==> src/design/iwr_pkg.sv <==
// ----------------------------------------------------------------------------
// Interpolating wavetable read: shared package
// Widths, command codes and the operation record passed from the front end
// through the queue to the back end.
// ----------------------------------------------------------------------------
`default_nettype none

package iwr_pkg;

    // Field widths fixed by the interface.
    localparam int SAMPLE_BITS = 16;
    localparam int FRAC_BITS   = 16;
    localparam int IDX_BITS    = 12;
    localparam int POS_BITS    = 29;

    // Default table depth and the depth of the front-to-back queue.
    localparam int TABLE_DEPTH_DEF = 4096;
    localparam int QUEUE_DEPTH     = 2;

    // Reset value of the last valid index register.
    localparam logic [IDX_BITS-1:0] LAST_INDEX_RESET = '1;

    // Command codes carried by an input item.
    localparam logic CMD_WRITE = 1'b0;
    localparam logic CMD_READ  = 1'b1;

    // Classified operation kinds.
    typedef enum logic [1:0] {
        OP_WRITE,
        OP_READ,
        OP_MISS
    } op_kind_t;

    // One queued operation.
    typedef struct packed {
        op_kind_t                       kind;
        logic [IDX_BITS-1:0]            idx;
        logic [FRAC_BITS-1:0]           frac;
        logic signed [SAMPLE_BITS-1:0]  sample;
        logic                           a_oob;
        logic                           b_oob;
    } op_t;

endpackage

`default_nettype wire

==> src/design/iwr_if.sv <==
// ----------------------------------------------------------------------------
// Interpolating wavetable read: channel interfaces
// Valid/ready channels for input items, results and the configuration write.
// ----------------------------------------------------------------------------
`default_nettype none

interface iwr_item_if;
    import iwr_pkg::*;

    logic                           valid;
    logic                           ready;
    logic                           cmd;
    logic [IDX_BITS-1:0]            write_addr;
    logic signed [SAMPLE_BITS-1:0]  write_sample;
    logic signed [POS_BITS-1:0]     read_position;

    modport source (
        output valid, cmd, write_addr, write_sample, read_position,
        input  ready
    );
    modport sink (
        input  valid, cmd, write_addr, write_sample, read_position,
        output ready
    );
endinterface


interface iwr_cfg_if;
    import iwr_pkg::*;

    logic                   valid;
    logic                   ready;
    logic [IDX_BITS-1:0]    last_index;

    modport source (
        output valid, last_index,
        input  ready
    );
    modport sink (
        input  valid, last_index,
        output ready
    );
endinterface

`default_nettype wire

==> src/design/iwr_front.sv <==
// ----------------------------------------------------------------------------
// Interpolating wavetable read: front end
// Holds the last index register, accepts items and classifies them into
// table writes, interpolated reads and out-of-range misses.
// ----------------------------------------------------------------------------
`default_nettype none

module iwr_front #(
    parameter int TABLE_DEPTH = iwr_pkg::TABLE_DEPTH_DEF
) (
    input  wire logic   clk,
    input  wire logic   rst_n,
    iwr_item_if.sink    item,
    iwr_cfg_if.sink     cfg,
    output iwr_pkg::op_t push_data,
    output logic        push_valid,
    input  wire logic   push_ready
);
    import iwr_pkg::*;

    localparam logic [31:0] DEPTH_U = 32'(TABLE_DEPTH);

    logic [IDX_BITS-1:0]            last_index_reg;
    logic [POS_BITS-2:0]            limit;
    logic [IDX_BITS-1:0]            pos_idx;
    logic                           pos_miss;
    logic                           write_keep;
    op_t                            op;

    // Configuration register; writes are always taken.
    assign cfg.ready = 1'b1;

    always_ff @(posedge clk or negedge rst_n)
    begin
        if (!rst_n)
        begin
            last_index_reg <= LAST_INDEX_RESET;
        end
        else if (cfg.valid)
        begin
            last_index_reg <= cfg.last_index;
        end
    end

    // Range check: negative, or beyond the last index in Q12.16.
    assign limit    = {last_index_reg, {FRAC_BITS{1'b0}}};
    assign pos_miss = item.read_position[POS_BITS-1]
                      || (item.read_position[POS_BITS-2:0] > limit);
    assign pos_idx  = item.read_position[POS_BITS-2:FRAC_BITS];

    // Writes beyond the table are accepted and dropped.
    assign write_keep = (32'(item.write_addr) < DEPTH_U);

    // Build the operation record. On an exact index the right neighbour is
    // not used at all, so it is masked like an entry beyond the table.
    always_comb
    begin
        op        = '0;
        op.sample = item.write_sample;
        if (item.cmd == CMD_WRITE)
        begin
            op.kind = OP_WRITE;
            op.idx  = item.write_addr;
        end
        else if (pos_miss)
        begin
            op.kind = OP_MISS;
        end
        else
        begin
            op.kind  = OP_READ;
            op.idx   = pos_idx;
            op.frac  = item.read_position[FRAC_BITS-1:0];
            op.a_oob = (32'(pos_idx) >= DEPTH_U);
            op.b_oob = (item.read_position[FRAC_BITS-1:0] == '0)
                       || ((32'(pos_idx) + 32'd1) >= DEPTH_U);
        end
    end

    assign item.ready = push_ready;
    assign push_data  = op;
    assign push_valid = item.valid && ((item.cmd == CMD_READ) || write_keep);

endmodule

`default_nettype wire

==> src/flat_wrapper.sv <==
// flat-port wrapper written by rule: the top's interface ports become plain ports
module iwr_front_flat import iwr_pkg::*;
#(
    parameter int TABLE_DEPTH = iwr_pkg::TABLE_DEPTH_DEF
)
  (clk, rst_n, push_data, push_valid, push_ready, item_valid, item_cmd, item_write_addr, item_write_sample, item_read_position, item_ready, cfg_valid, cfg_last_index, cfg_ready);
  iwr_item_if item_i ();
  iwr_cfg_if cfg_i ();
  input  wire logic clk;
  input  wire logic rst_n;
  output iwr_pkg::op_t push_data;
  output logic push_valid;
  input  wire logic push_ready;
  input wire logic [$bits(item_i.valid)-1:0] item_valid;
  input wire logic [$bits(item_i.cmd)-1:0] item_cmd;
  input wire logic [$bits(item_i.write_addr)-1:0] item_write_addr;
  input wire logic [$bits(item_i.write_sample)-1:0] item_write_sample;
  input wire logic [$bits(item_i.read_position)-1:0] item_read_position;
  output wire logic [$bits(item_i.ready)-1:0] item_ready;
  input wire logic [$bits(cfg_i.valid)-1:0] cfg_valid;
  input wire logic [$bits(cfg_i.last_index)-1:0] cfg_last_index;
  output wire logic [$bits(cfg_i.ready)-1:0] cfg_ready;
  assign item_i.valid = item_valid;
  assign item_i.cmd = item_cmd;
  assign item_i.write_addr = item_write_addr;
  assign item_i.write_sample = item_write_sample;
  assign item_i.read_position = item_read_position;
  assign item_ready = item_i.ready;
  assign cfg_i.valid = cfg_valid;
  assign cfg_i.last_index = cfg_last_index;
  assign cfg_ready = cfg_i.ready;
  iwr_front #(.TABLE_DEPTH(TABLE_DEPTH)) u_core (.clk(clk), .rst_n(rst_n), .item(item_i), .cfg(cfg_i), .push_data(push_data), .push_valid(push_valid), .push_ready(push_ready));
endmodule
==> config.mk <==
export PLATFORM = sky130hd
export DESIGN_NAME = iwr_front_flat
export DESIGN_NICKNAME = d
export VERILOG_FILES = /design/src/design/iwr_pkg.sv /design/src/design/iwr_if.sv /design/src/design/iwr_front.sv /design/src/flat_wrapper.sv
export SDC_FILE = /design/constraint.sdc
export NUM_CORES = 1
export LEC_CHECK = 0
export BUFFER_PORTS_ARGS = -buffer_cell sky130_fd_sc_hd__clkbuf_2
export CAP_MARGIN = 10
export CORE_MARGIN = 1
export CORE_UTILIZATION = 44
export CTS_BUF_LIST = sky130_fd_sc_hd__clkbuf_2
export CTS_CLUSTER_DIAMETER = 150
export DETAILED_ROUTE_END_ITERATION = 7
export GPL_TIMING_DRIVEN = 0
export PLACE_DENSITY_LB_ADDON = 0.2
export SLEW_MARGIN = 20
export SYNTH_ARGS = -nofsm -noshare
export SYNTH_HDL_FRONTEND = slang
export SYNTH_SLANG_ARGS = --single-unit
==> constraint.sdc <==
create_clock -name clk -period 3.05 [get_ports clk]
set_input_delay 0 -clock clk [delete_from_list [all_inputs] [get_ports clk]]
set_output_delay 0 -clock clk [all_outputs]
set_load 0.02 [all_outputs]
== Yosys cells after proc, flatten, opt, wreduce, memory -nomap -nowiden ==
Index checks and enable logic that the tools add are counted.
Storage, ports and cells
  input bits: 75
  logic and storage cells: 13
  output and inout port bits: 51
  register bits after elaboration: 12
Operators by class
  order comparisons: 2
  $add $sub $neg: 1
  reduce and logical (&&, ||, !) cells: 3
  multiplexer cells: 6
Operators by type and width (number)
  32-bit by 13-bit greater-or-equal comparator with 1-bit output (second input constant): 1
  28-bit greater-than comparator: 1
  28-bit 2-to-1 mux: 1
  16-bit logical NOT: 1
  16-bit 2-to-1 mux: 1
  14-bit 2-to-1 mux: 1
  12-bit by 1-bit adder with 13-bit output (second input constant): 1
  1-bit logical OR: 2
  1-bit 2-to-1 mux: 2
  2-bit 2-to-1 mux: 1

== Longest topological paths before layout ==
  depth in word-level cells: 5
  depth in mapped cells: 8
  mapped depth without buffers: 7

== Worst setup path before layout ==
OpenSTA, ideal clock, no wires.
  kind: register to output
  start: reg u_core.last_index_reg[5]
  end: out push_data[34] in the netlist's numbering
  setup slack: 0.948 ns
  buffers on the path: 0
  arrival time: 2.102 ns
  required time: 3.050 ns
  stages on the path, launching flop included: 8
  cell sequence: dfstp_2 -> inv_1 -> ha_1 -> a21o_1 -> a221o_1 -> nand2_1 -> a31oi_4 -> o32ai_1
RTL lines
  start: declaration: line iwr_front.sv:23  | logic [IDX_BITS-1:0] last_index_reg;
  start signal: assignment: line iwr_front.sv:41  | last_index_reg <= cfg.last_index;
  end: declaration: line flat_wrapper.sv:11  | output iwr_pkg::op_t push_data;

==> run summary <==
The flow ran to the end, and the final reports show no timing, DRC or antenna violations. The run gives 892.1 µm² as the area used by multi-input combinational logic. The number of buffers and inverters on the critical path is 3. The routability congestion estimate from global placement was 0.8444. Entering global routing, the biggest net connects 13 pins.

Cell type of the slowest stage on the worst timing path: sky130_fd_sc_hd__dfstp_2. The area used by sequential logic in the layout is 315.3 µm², and the number of hold violations in the final report is 0. Grouping stages by cell kind, the critical path spends the most delay in compound AO/OA/AOI/OAI gates. The run gives 0 as the number of max-slew violations in the final report. Timing would allow up to 0.4034 GHz. The cell area that synthesis handed to floorplanning was 1545 µm². Relative area change from synthesis to final layout: 48.42%.

The library cells used most frequently in the layout, excluding fill and tap cells, are sky130_fd_sc_hd__clkbuf_2 (108), sky130_fd_sc_hd__inv_1 (35), sky130_fd_sc_hd__buf_4 (20). Summed over all cells, the static leakage comes to 1.208 nW. For the number of buffers created by CTS, the log shows 3. The final cell area excluding filler cells was 2293 µm²; the cell-internal power was 0.0003611 W. The total area inside the core boundary comes to 3363 µm². The post-synthesis cell type count is 29, and the vias after detailed routing is 1648.

The clock slew at the register clock pins of the worst setup and hold paths came out at 100 ps. TritonCTS built the clock tree. Antenna cell count: 0. No sink is reached through more buffers than the 2 on the longest clock path.

The share of layout cells above drive strength 1 came out at 60.88%. Counting the fill cells in the layout gives 322. After synthesis, flip-flops and latches occupy 20.40% of the total area. The root buffer cell chosen for the clock tree is sky130_fd_sc_hd__clkbuf_2. The min-delay analysis places its worst path in the category primary input to register. During synthesis, Yosys emitted a total of 0 warnings. The first-pass iteration count of the detailed router is 4, and the row count is 21.

The finished layout holds 340 standard cells, fillers aside. The logs give 4160 µm for the aggregate routed wire length and 1414 for the number of global-route vias before repair. The logs give 0 for the remaining global-route overflow and 0.0002457 W for the power spent charging and discharging nets. After the last flow step, the layout net total stands at 383. The clock insertion delay at the later pin of the skew report was 260 ps.

In this run the power density over the cells is 264.6 nW/µm². The logs give 2128 µm² for the post-detailed-placement cell area and 0.2102 mV for the largest voltage drop on the vdd net. Setup repair after global routing left no endpoint under its margin.

Using the TritonRoute via totals, the vias-per-cell ratio works out to 4.847. The final clock period utilization by the worst path was 81.29%. Synthesis produced a netlist with a net count of 258. The floorplan step set the die width to 61.26 µm.

Along the worst path, the maximum fanout reaches 10. In the global route stage, overall resource usage came out at 22.24%. The worst setup path is launched from a register. The worst setup path is captured at an output pin. After detailed routing, the average wire length per cell comes to 12.24 µm. The logs give 56.6% for the combinational power share and 171 for the number of instances in the synthesized netlist.

The worst pin sits at a relative slew slack of 55.64%. The final clock skew is 0 ps, and the number of nets still failing antenna checks after routing is 0. In this run, synthesis produced a sequential element count of 12.

At the worst endpoint, the arrival time is 2480 ps. The starting DRC count in detailed routing came out at 37. The worst setup path category is register to output pin. In this run the tool buffered the top-level ports with 105 buffer cells. The chip height was 61.26 µm. The final count of negative-setup-slack endpoints is 0. Including well taps, the total number of placed cells is 322. Once the clock tree was built, the setup fixing pass inserted 0 buffers.

For this design, the sink count on the clock tree is 12. The delay of the slowest critical-path stage was 530 ps. The proportion of power drawn by the clock network was 12.4%. In this run switching power makes up 40.50% of total power. For this run, design rule violations remaining after detail routing come to 0. The actual slew at the worst max-slew pin was 665.3 ps.

126 I/O pins were placed. The logs give 1 for the maximum level of the CTS H-tree and 0 for the initial antenna violation count. The library cell used most frequently in the layout, excluding fill and tap cells, is sky130_fd_sc_hd__clkbuf_2. The signal on the critical path passes through inv_1 > ha_1 > a21o_1 > a221o_1 > nand2_1 > a31oi_4 > buf_6 > o32ai_2 > clkbuf_2. For this configuration, the core starts out at a cell density of 45.94%. The logs give 3438 µm for the placed wire-length estimate after detailed placement and 6120 µm for the first-pass GRT wire length.

The routed design could run at a clock period as short as 2479 ps. A synthesized cell averages 9.036 µm². The tool flagged a number of max-cap violations equal to 0. The flip-flop count of the largest register, all copies and words added was 12. The run gives 3753 µm² as the total die area. Sequential cells burn 31.0% of the power.

For the data required time of the worst path, the log shows 3050 ps. Adding up every negative setup slack in the final design gives 0 ps.
-- power by group through the flow --
stage,Combinational [W],Clock (W),Sequential (W)
after floorplan,0.000219,0,0.000189
after global placement,0.000322,0,0.000190
after detailed placement,0.000328,0,0.000191
after CTS,0.000344,0.0000763,0.000188
after global routing,0.000374,0.0000827,0.000190
final,0.000343,0.0000751,0.000188
-- worst reg2reg max path, delay by kind of cell, from the launching register on --
kind | cells | cell delay (ps)
AO/OA/AOI/OAI | 1 | 190
buffers and inverters | 1 | 50
flip-flops | 1 | 530
-- path summary, 6_finish.rpt --
check / slack [ps] / from / end / cells after the start
worst max-delay path: 570 / u_core.last_index_reg[5] / push_data[36] / 9
worst min-delay path: 40 / cfg_valid / u_core.last_index_reg[0] / 2
worst max register to register: 2210 / u_core.last_index_reg[10] / u_core.last_index_reg[10] / 2
worst min register to register: 510 / u_core.last_index_reg[7] / u_core.last_index_reg[7] / 2
max in group asynchronous: 2640 / rst_n / u_core.last_index_reg[5] / 2
min in group asynchronous: 390 / rst_n / u_core.last_index_reg[0] / 2
-- cell type report --
type	instances	share of cell area, %
Timing Repair Buffer	120	29.46
Inverter	35	5.728
Tap cell	46	2.510
Buffer	29	9.002
Clock buffer	3	0.6547
Multi-Input combinational cell	95	38.90
Sequential cell	12	13.75
-- cells in the mapped netlist --
master | n | area (µm²)
sky130_fd_sc_hd__nor3b_2 | 16 | 200.2
sky130_fd_sc_hd__o32ai_2 | 11 | 178.9
sky130_fd_sc_hd__nor3_2 | 2 | 20.02
sky130_fd_sc_hd__a211oi_1 | 1 | 7.510
sky130_fd_sc_hd__mux2_2 | 1 | 11.26
sky130_fd_sc_hd__ha_1 | 12 | 150.1
sky130_fd_sc_hd__a221o_1 | 1 | 10.01
sky130_fd_sc_hd__and2_1 | 1 | 6.260
sky130_fd_sc_hd__buf_4 | 20 | 150.1
sky130_fd_sc_hd__buf_6 | 3 | 33.78
sky130_fd_sc_hd__nor2b_1 | 1 | 6.260
sky130_fd_sc_hd__a31oi_4 | 1 | 21.27
sky130_fd_sc_hd__o211ai_1 | 1 | 7.510
sky130_fd_sc_hd__a21oi_1 | 2 | 10.01
sky130_fd_sc_hd__and4_1 | 1 | 8.760
sky130_fd_sc_hd__o21ai_0 | 11 | 55.05
sky130_fd_sc_hd__o21a_1 | 1 | 7.510
sky130_fd_sc_hd__o31a_2 | 1 | 10.01
sky130_fd_sc_hd__o32ai_1 | 1 | 8.760
sky130_fd_sc_hd__a21o_1 | 2 | 15.01
sky130_fd_sc_hd__nand2_1 | 13 | 48.80
sky130_fd_sc_hd__clkbuf_1 | 6 | 22.52
sky130_fd_sc_hd__inv_1 | 35 | 131.4
sky130_fd_sc_hd__conb_1 | 2 | 7.510
sky130_fd_sc_hd__nor2_1 | 2 | 7.510
sky130_fd_sc_hd__dfstp_2 | 12 | 315.3
sky130_fd_sc_hd__nor4_2 | 4 | 50.05
sky130_fd_sc_hd__nand2b_1 | 1 | 6.260
sky130_fd_sc_hd__nand4_1 | 6 | 37.54
-- kinds of logic after synthesis --
logic type      count (synthesis)  synth area share (%)
fa+ha+maj                      12                 9.716
compound gates                 33                 21.46
other cells                     2                0.4860
flops                          12                 20.40
simple gates                   47                 25.35
mux                             1                0.7287
buf+inv                        64                 21.86
-- what timing repair did --
| item | 4_1_cts | 5_1_grt |
|---|---|---|
| resized for setup | 0 | 0 |
| hold endpoints to repair | 24 | 0 |
| hold buffers | 15 | 0 |
-- routing by layer --
layer / GRT usage, % / vias to the layer above / part of all wire, %
met5: 0 / - / 0
met1: 25.61 / 759 / 39
met3: 3.151 / 2 / 6.4
met2: 43.94 / 77 / 55
li1: - / 810 / -
met4: 2.922 / 0 / 0.26
-- through the flow --
stage          total power [W]  setup WS (ps)  hold WS (ps)  util, %
3_3_place_gp         0.0005124          868.6         150.9    63.28
3_5_place_dp         0.0005188          879.2         142.0    63.28
5_1_grt              0.0006468          455.0         43.81    68.19
6_report             0.0006068          570.8         44.26    68.19
4_1_cts              0.0006088          569.0         27.68    68.19
2_1_floorplan        0.0004082          948.1        -147.8        -
(Power assumes the default switching activity.)
