### src/design/iwr_pkg.sv
// ----------------------------------------------------------------------------
// Interpolating wavetable read: shared package
// Widths, command codes and the operation record passed from the front end
// through the queue to the back end.
// ----------------------------------------------------------------------------
`default_nettype none

package iwr_pkg;

    // Field widths fixed by the interface.
    localparam int SAMPLE_BITS = 16;
    localparam int FRAC_BITS   = 16;
    localparam int IDX_BITS    = 12;
    localparam int POS_BITS    = 29;

    // Default table depth and the depth of the front-to-back queue.
    localparam int TABLE_DEPTH_DEF = 4096;
    localparam int QUEUE_DEPTH     = 2;

    // Reset value of the last valid index register.
    localparam logic [IDX_BITS-1:0] LAST_INDEX_RESET = '1;

    // Command codes carried by an input item.
    localparam logic CMD_WRITE = 1'b0;
    localparam logic CMD_READ  = 1'b1;

    // Classified operation kinds.
    typedef enum logic [1:0] {
        OP_WRITE,
        OP_READ,
        OP_MISS
    } op_kind_t;

    // One queued operation.
    typedef struct packed {
        op_kind_t                       kind;
        logic [IDX_BITS-1:0]            idx;
        logic [FRAC_BITS-1:0]           frac;
        logic signed [SAMPLE_BITS-1:0]  sample;
        logic                           a_oob;
        logic                           b_oob;
    } op_t;

endpackage

`default_nettype wire

### src/design/iwr_queue.sv
// ----------------------------------------------------------------------------
// Interpolating wavetable read: operation queue
// A short first-in first-out buffer that decouples the front end from the
// back end so that each side can stall on its own.
// ----------------------------------------------------------------------------
`default_nettype none

module iwr_queue (
    input  wire logic           clk,
    input  wire logic           rst_n,
    input  wire iwr_pkg::op_t   push_data,
    input  wire logic           push_valid,
    output logic                push_ready,
    output iwr_pkg::op_t        q_data,
    output logic                q_valid,
    input  wire logic           pop
);
    import iwr_pkg::*;

    localparam int PTR_W = (QUEUE_DEPTH > 1) ? $clog2(QUEUE_DEPTH) : 1;
    localparam int CNT_W = $clog2(QUEUE_DEPTH + 1);

    op_t                entry_reg [QUEUE_DEPTH];
    logic [PTR_W-1:0]   wr_ptr_reg;
    logic [PTR_W-1:0]   rd_ptr_reg;
    logic [CNT_W-1:0]   count_reg;
    logic               push;

    assign push_ready = (count_reg != CNT_W'(QUEUE_DEPTH));
    assign push       = push_valid && push_ready;
    assign q_valid    = (count_reg != '0);
    assign q_data     = entry_reg[rd_ptr_reg];

    // Storage for queued operations.
    always_ff @(posedge clk)
    begin
        if (push)
        begin
            entry_reg[wr_ptr_reg] <= push_data;
        end
    end

    // Pointers and fill count.
    always_ff @(posedge clk or negedge rst_n)
    begin
        if (!rst_n)
        begin
            wr_ptr_reg <= '0;
            rd_ptr_reg <= '0;
            count_reg  <= '0;
        end
        else
        begin
            if (push)
            begin
                wr_ptr_reg <= (32'(wr_ptr_reg) == QUEUE_DEPTH - 1) ? '0 : wr_ptr_reg + 1'b1;
            end
            if (pop)
            begin
                rd_ptr_reg <= (32'(rd_ptr_reg) == QUEUE_DEPTH - 1) ? '0 : rd_ptr_reg + 1'b1;
            end
            if (push && !pop)
            begin
                count_reg <= count_reg + 1'b1;
            end
            else if (pop && !push)
            begin
                count_reg <= count_reg - 1'b1;
            end
        end
    end

    // A push without a pop grows the count by exactly one.
    a_count_up: assert property (@(posedge clk) disable iff (!rst_n)
        push && !pop |=> count_reg == $past(count_reg) + 1'b1)
        else $error("queue count did not grow on push");

    // The back end never pops an empty queue.
    a_pop_nonempty: assert property (@(posedge clk) disable iff (!rst_n)
        pop |-> count_reg != '0)
        else $error("pop from an empty queue");

endmodule

`default_nettype wire

### config.mk
export PLATFORM = sky130hd
export DESIGN_NAME = iwr_queue
export DESIGN_NICKNAME = d
export VERILOG_FILES = /design/src/design/iwr_pkg.sv /design/src/design/iwr_queue.sv
export SDC_FILE = /design/constraint.sdc
export NUM_CORES = 1
export LEC_CHECK = 0
export BUFFER_PORTS_ARGS = -buffer_cell sky130_fd_sc_hd__buf_4
export CORE_ASPECT_RATIO = 0.8
export CORE_UTILIZATION = 58
export CTS_BUF_LIST = sky130_fd_sc_hd__clkbuf_2 sky130_fd_sc_hd__clkbuf_4 sky130_fd_sc_hd__clkbuf_8
export CTS_CLUSTER_DIAMETER = 60
export DETAILED_ROUTE_END_ITERATION = 8
export PLACE_DENSITY = 0.87
export SLEW_MARGIN = 10
export SYNTH_ARGS = -nofsm -noshare
export SYNTH_HDL_FRONTEND = slang
export SYNTH_SLANG_ARGS = --single-unit
### constraint.sdc
create_clock -name clk -period 8.2 [get_ports clk]
set_input_delay 1.23 -clock clk [delete_from_list [all_inputs] [get_ports clk]]
set_output_delay 1.23 -clock clk [all_outputs]
set_load 0.1 [all_outputs]
---- Word level (Yosys, flattened, before mapping) ----
Memory sizes are Yosys's and may differ from the RTL's.
Cells that the tools add are included.
operators by class
  add/subtract/negate cells ............... 4
  multipliers ............................. 0
  divide/modulo/power cells ............... 0
  $lt $le $gt $ge ......................... 0
  equality and inequality tests ........... 1
  shifts and indexed selects .............. 0
  multiplexer cells ....................... 6
  bitwise gates (word level) .............. 0
  reductions and logical operators ........ 7
operator list
  cell                                               count
  2-to-1 mux 1 bit                                   4
  2-to-1 mux 2 bit                                   2
  nonzero test 2 bit                                 2
  logical AND 1 bit                                  3
  adder 1 bit (second input constant)                2
  adder 2 x 1 -> 2 bit (second input constant)       1
  logical NOT 1 bit                                  2
  inequality test 2 bit (second input constant)      1
  subtractor 2 x 1 -> 2 bit (second input constant)  1
word-level totals
  flip-flop bits (word level) ............. 4
  latch bits .............................. 0
  RAM bits ................................ 96
  memory bits (read-only) ................. 0
  word-level logic and storage cells ...... 22
  memories kept ........................... 1
memory list
  name       words  width  rd ports  clocked after memory_dff  write ports  line             text
  entry_reg  2      48     1         0                         1            iwr_queue.sv:23  op_t entry_reg [QUEUE_DEPTH];

---- Depth between registers and ports, before layout ----
Gate-level depths: netlist (run 1).
  depth in word-level cells ............... 6
  depth in mapped cells ................... 7

---- Least setup slack after synthesis (run 1) ----
Ideal clock, no wire load.
  kind .................................... register to register
  start point ............................. reg count_reg[0]
  end point ............................... mem entry_reg[0][0] in the netlist's numbering, enable pin
  library setup time ...................... 0.454 ns
  arrival ................................. 3.504 ns
  required time ........................... 7.746 ns
  setup slack ............................. 4.242 ns
  cell stages (with the launch flop) ...... 4
  buffers on the path ..................... 0
  cells stage by stage .................... dfrtp_1 -> nand2b_1 -> nand2_1 -> nor2_1
between the ends
  cells in the longest elaborated chain, start to end .. 4
RTL lines
  item                                    line             text
  start, declared                         iwr_queue.sv:26  logic [CNT_W-1:0] count_reg;
  start signal, assigned                  iwr_queue.sv:64  count_reg <= count_reg + 1'b1;
  start signal, assigned                  iwr_queue.sv:68  count_reg <= count_reg - 1'b1;
  inequality test 2 bit                   iwr_queue.sv:29  assign push_ready = (count_reg != CNT_W'(QUEUE_DEPTH));
  via push_ready                          iwr_queue.sv:13  output logic push_ready,
  logical AND 1 bit                       iwr_queue.sv:30  assign push = push_valid && push_ready;
  2-to-1 mux 1 bit                        iwr_queue.sv:37  if (push)
  2-to-1 mux 1 bit (not written as such)  iwr_queue.sv:39  entry_reg[wr_ptr_reg] <= push_data;
  end, declared                           iwr_queue.sv:23
The timed path passes the listed nets, and every way through them passes these cells.

==> metrics.txt, run 1 <==
DP HPWL ~4200 um; Worst Setup Path Type flip-flop to output pin; First-pass DRT Iterations 4; outcome complete, no violations; GRT Util Overall between 20% and 30%; clock sink count 100; max FFs per register 96; Cells after Synth between 150 and 200; part of the cycle the worst path needs between 40 and 50%; share of cells above drive strength 1 around three fifths; Most Frequent Cell on Critical Path buf_4; worst r2r path cells 4; largest net degree at the start of global routing 49; Netlist cell types 16; Critical Path AT 2.18 ns; diode count 0; Die W approximately 90 um; full die area between 0.006 and 0.007 mm2; worst hold path type flip-flop to flip-flop; initial antenna violation count 0; port bufs between 100 and 150; detail-routed via count per cell 5.097; Placed Instances roughly 350; Hold Path Cell Cnt 1; WL final 6308 um; clock-pin slew on the worst setup and hold paths 0.09 ns; die height around 73 um; critical path's slowest cell dfrtp_2; Slew HR 24.45%; Tmin final approximately 3.4 ns; total setup buffers inserted after CTS 0; RePlAce Congestion approximately 0.69; total grt overflow 0; clk_lat worst skew around 0.36 ns; Cell Chain, Critical Path buf_4 -> mux2_2 -> buf_4; critical path capture point type output pin; Ports a little over 100; Post-route DRC 0; post-synth net total 220; Initial Util between 60 and 70%; Final #Nets around 330; CTS tree yes; Mean Syn Cell Area around 22 um2; Worst EP required around 7 ns; final std cells w/o fill around 360; vias in the first global route ~1900; sequential area share after synthesis around 80%; first-pass GRT wire length approximately 9600 um; root buffer cell clkbuf_8; Slew @ Worst Pin ~1.1 ns; Num CTS Buffers 9; Site Rows 25; final slew viol count 0; CTS H-tree depth 3; core area 0.006037 mm2; synth warn 0; crit-path max FO 28; ANT nets after route 0; Resize count post-CTS 0; Achievable Freq around 290 MHz; initial DRC count 110; Seq cells post-synth 100; Crit path largest cell delay about 0.7 ns; via count around 1800; setup_tns 0 ns; Core Util, Final 78.88%; Final Hold Fails 0; Hold Buf Count CTS 0; Area Growth Syn to Fin 28.58%; wire length per cell 17.43 um; mapped cell area around 0.0037 mm2; CTS Buffer Depth 2; max cap viols 0; Finish-stage setup viols 0; Worst Clk Skew 0.006824 ns; RSZ-0062 raised after global routing no; CP startpoint kind flip-flop
## metrics by stage
step	hold slack, ns	cell area [um2]	setup WS, ns
2_1_floorplan	0.4559	3704	4.242
3_3_place_gp	0.4827	4539	5.157
3_5_place_dp	0.4863	4539	5.166
4_1_cts	0.5074	4762	4.773
5_1_grt	0.5453	4762	4.661
6_report	0.5018	4762	4.791
## worst paths after layout
kind                                          start                          to  slack (ns)
max                          rd_ptr_reg$_DFFE_PN0P_                  q_data[40]        4.79
min                        count_reg[1]$_DFFE_PN0P_    count_reg[1]$_DFFE_PN0P_        0.50
max reg2reg                count_reg[0]$_DFFE_PN0P_  entry_reg[0][19]$_DFFE_PP_        6.17
min reg2reg                count_reg[1]$_DFFE_PN0P_    count_reg[1]$_DFFE_PN0P_        0.50
max in group asynchronous                     rst_n      rd_ptr_reg$_DFFE_PN0P_        7.44
min in group asynchronous                     rst_n      rd_ptr_reg$_DFFE_PN0P_        0.65
## cell usage after synthesis (all sizes together)
library cell / n / area share [%]
mux2: 48 / 16
nand2: 1 / 0.10
inv: 2 / 0.20
buf: 5 / 1.3
xnor2: 2 / 0.47
dfrtp: 4 / 2.7
ha: 1 / 0.34
edfxtp: 96 / 78
or2: 1 / 0.17
and3: 1 / 0.17
nand2b: 1 / 0.17
nor2: 2 / 0.20
xor2: 3 / 0.71
## worst max-delay path, delay by kind of cell, from the launching register on
family / cells / cell delay (ns)
flops: 1 / 0.71
mux: 1 / 0.40
buf+inv: 2 / 0.69
## cell families (layout without fill, tap and decap cells)
logic type	Yosys count	count (layout)	share of synthesized area, %
DFF	100	100	80.54
and+or+nand+nor	6	6	0.8111
muxes	48	48	15.61
xor gates and xnor gates	5	5	1.183
buffers and inverters	7	121	1.520
adders and majority gates	1	1	0.3378
## layout make-up
| type | count | area (um2) |
|---|---|---|
| Clock buffer | 9 | 123.9 |
| Clock inverter | 7 | 98.84 |
| Fill cell | 337 | 1275 |
| Inverter | 2 | 7.507 |
| Multi-Input combinational cell | 60 | 673.1 |
| Sequential cell | 100 | 2984 |
| Tap cell | 81 | 101.3 |
| Timing Repair Buffer | 103 | 773.2 |
## routing by layer
metal / wire (um) / GRT usage, % / share of wire (%) / vias to the layer above
li1: - / - / - / 865
met1: 2558 / 23.48 / 41 / 895
met2: 3235 / 35.77 / 51 / 79
met3: 467 / 9.213 / 7.4 / 6
met4: 47 / 4.233 / 0.75 / 0
met5: 0 / 0 / 0 / -
## cells in the final DEF, fill, tap and decap left out
cell,n
buf_4,103
edfxtp_1,96
mux2_2,38
mux2_4,10
clkbuf_8,9
xor2_1,3
dfrtp_1,3
inv_1,2
xnor2_1,2
bufinv_16,2
inv_6,2
nand2b_1,1
nand2_1,1
or2_2,1
and3_2,1
nor2_4,1
nor2_1,1
ha_1,1
clkinv_2,1
clkinv_4,1
clkinvlp_4,1
dfrtp_2,1
Power of run 1 is not shown: default switching activity piles up to over one toggle a cycle in this logic, so the estimate is an artifact.
==> run 2: changes to the inputs <==
--- a/config.mk
+++ b/config.mk
@@ -5,13 +5,14 @@
 export SDC_FILE = /design/constraint.sdc
 export NUM_CORES = 1
 export LEC_CHECK = 0
+export ABC_AREA = 1
 export BUFFER_PORTS_ARGS = -buffer_cell sky130_fd_sc_hd__buf_4
 export CORE_ASPECT_RATIO = 0.8
-export CORE_UTILIZATION = 58
+export CORE_UTILIZATION = 49
 export CTS_BUF_LIST = sky130_fd_sc_hd__clkbuf_2 sky130_fd_sc_hd__clkbuf_4 sky130_fd_sc_hd__clkbuf_8
 export CTS_CLUSTER_DIAMETER = 60
 export DETAILED_ROUTE_END_ITERATION = 8
-export PLACE_DENSITY = 0.87
+export PLACE_DENSITY = 0.78
 export SLEW_MARGIN = 10
 export SYNTH_ARGS = -nofsm -noshare
 export SYNTH_HDL_FRONTEND = slang
==> constraint.sdc (replaced) <==
create_clock -name clk -period 3.1 [get_ports clk]
set_input_delay 0.465 -clock clk [delete_from_list [all_inputs] [get_ports clk]]
set_output_delay 0.465 -clock clk [all_outputs]
set_load 0.1 [all_outputs]
==> run 2 against run 1 <==
Count of clock-buffer cells in the layout stayed put. Clock skew is 0.0011 ns lower. Register-to-register slack worse by 5.0 ns. Setup slack got worse by 4.1 ns. Hold slack got worse by 0.20 ns. Area after synthesis is 0.44% higher. First-iteration DRC count decreased by 41%. Highest routed layer unchanged.
==> metrics.txt, run 2 <==
fillers approximately 530; Post-route DRC 0; Synth top area share between 70% and 80%; diode count 0; DP HPWL ~4000 um; synth warn 0; outcome complete, no violations; worst hold path type input port to flip-flop; Worst Setup Path Type flip-flop to output pin; Worst EP required about 2.6 ns; Achievable Freq between 400 and 500 MHz; initial antenna violation count 0; First-pass DRT Iterations 4; CTS H-tree depth 3; initial DRC count 65; most frequent cell after synthesis edfxtp_1; detail-routed via count per cell 5.037; hold_sp push_data[34]; flip-flop and latch area between 0.002 and 0.003 mm2; Finish-stage setup viols 0; crit-path max FO 31; ANT nets after route 0; synth cell count leaders edfxtp_1 (96), mux2_2 (38), mux2_4 (10); max cap viols 0; CTS Buffer Depth 2; clock sink count 100; port bufs approximately 100; Num CTS Buffers 9; setup_tns 0 ns; Cells after Synth 175; RePlAce Congestion 0.7058; most frequent cells in the layout buf_4 (101), edfxtp_1 (96), mux2_2 (38); Tmin final 2.377 ns; synth top area cells edfxtp_1 (77%), mux2_2 (12%), mux2_4 (4.0%); sequential area share after synthesis between 80% and 90%; total setup buffers inserted after CTS 0; vias in the first global route between 1500 and 2000; total grt overflow 0; RSZ-0062 raised after global routing no; largest net degree at the start of global routing 32; Mean Syn Cell Area approximately 21 um2; via count 1909; critical path capture point type output pin; share of cells above drive strength 1 approximately three fifths; GRT Util Overall between 10% and 20%; Site Rows 28; Ports 102; Final Hold Fails 0; full die area ~0.0079 mm2; Slew HR between 50 and 60%; Initial Util 50.56%; Synth area leader edfxtp_1; Seq cells post-synth 100; crit path from rd_ptr_reg$_DFFE_PN0P_; Die W about 99 um; final std cells w/o fill 379; Critical Path AT 1.91 ns; root buffer cell clkbuf_8; WL final 6020 um; final slew viol count 0; Most used DFF post-synth edfxtp_1; clk_lat worst skew 0.34 ns; core area 0.007357 mm2; Final #Nets around 340; Slew @ Worst Pin just over 0.7 ns; Netlist cell types 15; CTS tree yes; clock-pin slew on the worst setup and hold paths ~0.09 ns; mapped cell area between 0.003 and 0.004 mm2; max FFs per register 96; wire length per cell ~16 um; first-pass GRT wire length 9259 um; die height approximately 80 um; Area Growth Syn to Fin 29.87%; Placed Instances around 360; CP startpoint kind flip-flop; Crit Reg-Reg Startpoint count_reg[0]$_DFFE_PN0P_; Worst Clk Skew about 0.0057 ns; part of the cycle the worst path needs between 70% and 80%; Post-synth EDFFs 96; Async SR Flop Fraction under 10%; post-synth net total about 230; Multi-input gate area 676.9 um2; most common cell after layout, fill and taps aside buf_4
[run 2: repair_timing]
action	4_1_cts	5_1_grt
resized for setup	0	0
hold endpoints to repair	4	0
hold buffers	1	0
[run 2: final cells by class]
type                       count  share of cell area (%)
timing repair buffer         105                   17.15
multi-input combinational     63                   14.01
tap                           90                   2.331
sequential                   100                   61.77
inverter                       7                  0.5439
clock buffer                   9                   2.564
clock inverter                 5                   1.632
[run 2: worst max-delay path, cell delays in order, from the launching register on]
cell     delay, ns
dfrtp_2       0.65
buf_12        0.28
mux2_2        0.38
buf_4         0.24
[run 2: worst paths after layout]
check	to	slack, ns	cells after the start
min in group asynchronous	count_reg[1]$_DFFE_PN0P_	0.45	2
worst max-delay path	q_data[23]	0.72	3
worst min register to register	count_reg[1]$_DFFE_PN0P_	0.51	2
worst min-delay path	entry_reg[1][34]$_DFFE_PP_	0.30	1
max in group asynchronous	rd_ptr_reg$_DFFE_PN0P_	2.53	2
worst max register to register	entry_reg[0][11]$_DFFE_PP_	1.17	5
[run 2: per-stage QoR]
stage          util (%)  cell area (um2)  setup slack [ns]  hold slack, ns
3_3_place_gp      62.77             4618             1.068          0.2687
2_1_floorplan         -             3720           -0.7750          0.1694
4_1_cts           65.66             4831            0.6813          0.2781
5_1_grt           65.66             4831            0.5863          0.2657
3_5_place_dp      62.77             4618             1.075          0.2690
6_report          65.66             4831            0.7231          0.3003
[run 2: cell families (layout without fill, tap and decap cells)]
logic type               count (synthesis)  after routing  share of synthesized area, %
AND/OR/NAND/NOR                         11             11                         1.211
adder cells (fa/ha/maj)                  1              1                        0.3363
multiplexers                            48             48                         15.54
flip-flops                             100            100                         80.19
XOR/XNOR                                 3              3                        0.7065
buffers and inverters                   12            126                         2.018
[run 2: routing by layer]
metal	GRT usage, %	wire length (um)
met3	7.005	393
met5	0	0
met1	18.76	2540
met4	4.412	25
met2	27.15	3061
Power of run 2 is left out for the same reason.
==> run 3: changes to the inputs <==
--- a/config.mk
+++ b/config.mk
@@ -5,14 +5,14 @@
 export SDC_FILE = /design/constraint.sdc
 export NUM_CORES = 1
 export LEC_CHECK = 0
-export ABC_AREA = 1
+export ABC_AREA = 0
 export BUFFER_PORTS_ARGS = -buffer_cell sky130_fd_sc_hd__buf_4
 export CORE_ASPECT_RATIO = 0.8
-export CORE_UTILIZATION = 49
+export CORE_UTILIZATION = 48
 export CTS_BUF_LIST = sky130_fd_sc_hd__clkbuf_2 sky130_fd_sc_hd__clkbuf_4 sky130_fd_sc_hd__clkbuf_8
 export CTS_CLUSTER_DIAMETER = 60
 export DETAILED_ROUTE_END_ITERATION = 8
-export PLACE_DENSITY = 0.78
+export PLACE_DENSITY = 0.77
 export SLEW_MARGIN = 10
 export SYNTH_ARGS = -nofsm -noshare
 export SYNTH_HDL_FRONTEND = slang
==> constraint.sdc (replaced) <==
create_clock -name clk -period 1.9 [get_ports clk]
set_input_delay 0.285 -clock clk [delete_from_list [all_inputs] [get_ports clk]]
set_output_delay 0.285 -clock clk [all_outputs]
set_load 0.1 [all_outputs]
==> run 3 against run 2 <==
Clock skew is 0.0038 ns higher. Sequential share of layout area down 2.8 points. Hold slack worse by 0.19 ns. Wire length increased by 6.1%. Global-route usage increased by 0.97 points. Critical path type unchanged. Highest routed layer is now met3.
==> metrics.txt, run 3 (synthesized netlist as in run 1, its figures left out) <==
clk_lat worst skew around 0.35 ns; CP delay by family, top flip-flops; full die area 0.008073 mm2; max cap viols 0; worst hold path type input port to flip-flop; Slew @ Worst Pin between 0.3 and 0.4 ns; CTS Buffer Depth 2; critical path's slowest cell dfrtp_2; Site Rows 28; Area Growth Syn to Fin 36.62%; most frequent cells in the layout edfxtp_1 (96), buf_4 (57), buf_6 (45); initial antenna violation count 0; max FFs per register 96; RePlAce Congestion slightly above 0.7; first-pass GRT wire length slightly below 10000 um; Final Hold Fails 0; critical path capture point type output pin; ANT nets after route 0; Post-route DRC 0; crit-path max FO 25; DP HPWL about 4000 um; RSZ-0062 raised after global routing yes; CTS tree yes; outcome complete, no violations; critical path depth 3; WL final ~6400 um; Worst Setup Path Type flip-flop to output pin; port bufs approximately 100; Slew HR 78.68%; Die W 100.2 um; die height 80.57 um; Finish-stage setup viols 0; Hold Path Cell Cnt 1; final std cells w/o fill slightly below 400; initial DRC count 52; Final #Nets approximately 340; fillers a little over 500; Worst Clk Skew 0.009455 ns; Achievable Freq approximately 530 MHz; worst r2r path cells 4; Critical Path AT between 1.5 and 2 ns; Worst EP required roughly 1.6 ns; Crit path largest cell delay roughly 0.44 ns; diode count 0; Ports just over 100; Core Util, Final 68.13%; First-pass DRT Iterations 4; part of the cycle the worst path needs 98.74%; vias in the first global route between 1500 and 2000; total setup buffers inserted after CTS 0; CP startpoint kind flip-flop; wire length per cell roughly 16 um; Cell Chain, Critical Path buf_12 -> mux2_2 -> buf_8; root buffer cell clkbuf_8; r2r setup slk 0.34 ns; clock-pin slew on the worst setup and hold paths about 0.090 ns; Initial Util between 40 and 50%; Tmin final around 1.9 ns; Num CTS Buffers 9; CP Buf/Inv Count 2; GRT Util Overall between 15 and 20%; core area between 0.007 and 0.008 mm2; most common cell after layout, fill and taps aside edfxtp_1; via count 1894; total grt overflow 0; share of cells above drive strength 1 61.32%; CTS H-tree depth 3; largest net degree at the start of global routing 31; final slew viol count 0; detail-routed via count per cell slightly below 5; Placed Instances roughly 370; clock sink count 100
## run 3: worst paths after layout
path	start	to
max in group asynchronous	rst_n	rd_ptr_reg$_DFFE_PN0P_
worst max register to register	count_reg[0]$_DFFE_PN0P_	entry_reg[0][5]$_DFFE_PP_
worst min-delay path	push_data[44]	entry_reg[0][44]$_DFFE_PP_
min in group asynchronous	rst_n	wr_ptr_reg$_DFFE_PN0N_
worst max-delay path	rd_ptr_reg$_DFFE_PN0P_	q_data[34]
worst min register to register	count_reg[1]$_DFFE_PN0P_	count_reg[1]$_DFFE_PN0P_
## run 3: final cells by class
cell class / count / area (um2) / area share (%)
repair buffers: 109 / 1057 / 20.90
inverters: 2 / 7.507 / 0.1484
multi-input cells: 60 / 688.2 / 13.60
clock inverters: 5 / 52.55 / 1.039
clock buffers: 11 / 138.9 / 2.745
flip-flops and latches: 100 / 2984 / 58.98
well taps: 105 / 131.4 / 2.596
## run 3: per-layer routing
| layer | track usage [%] | share of wire, % | up-vias |
|---|---|---|---|
| met5 | 0 | 0 | - |
| li1 | - | - | 880 |
| met2 | 27.05 | 49 | 71 |
| met1 | 21.62 | 44 | 943 |
| met3 | 7.746 | 7.0 | 0 |
| met4 | 3.478 | 0 | 0 |
## run 3: what timing repair did
action,in CTS,in global routing
endpoints found under the setup margin,47,48
hold endpoints to repair,4,0
gates resized for setup,39,13
hold buffers,1,0
cloned,1,0
## run 3: metrics by stage
step / area [um2] / hold WS (ns) / setup WS (ns) / TNS (ns)
after floorplan: 3727 / -0.01059 / -0.08574 / -4.116
after global placement: 4639 / 0.08469 / 0.3322 / 0
after detailed placement: 4639 / 0.08799 / 0.3319 / 0
after CTS: 5011 / 0.08832 / -0.006307 / -0.006662
after global routing: 5060 / 0.07480 / -0.04356 / -0.9848
final: 5060 / 0.1069 / 0.02391 / 0
Power of run 3 is left out for the same reason.
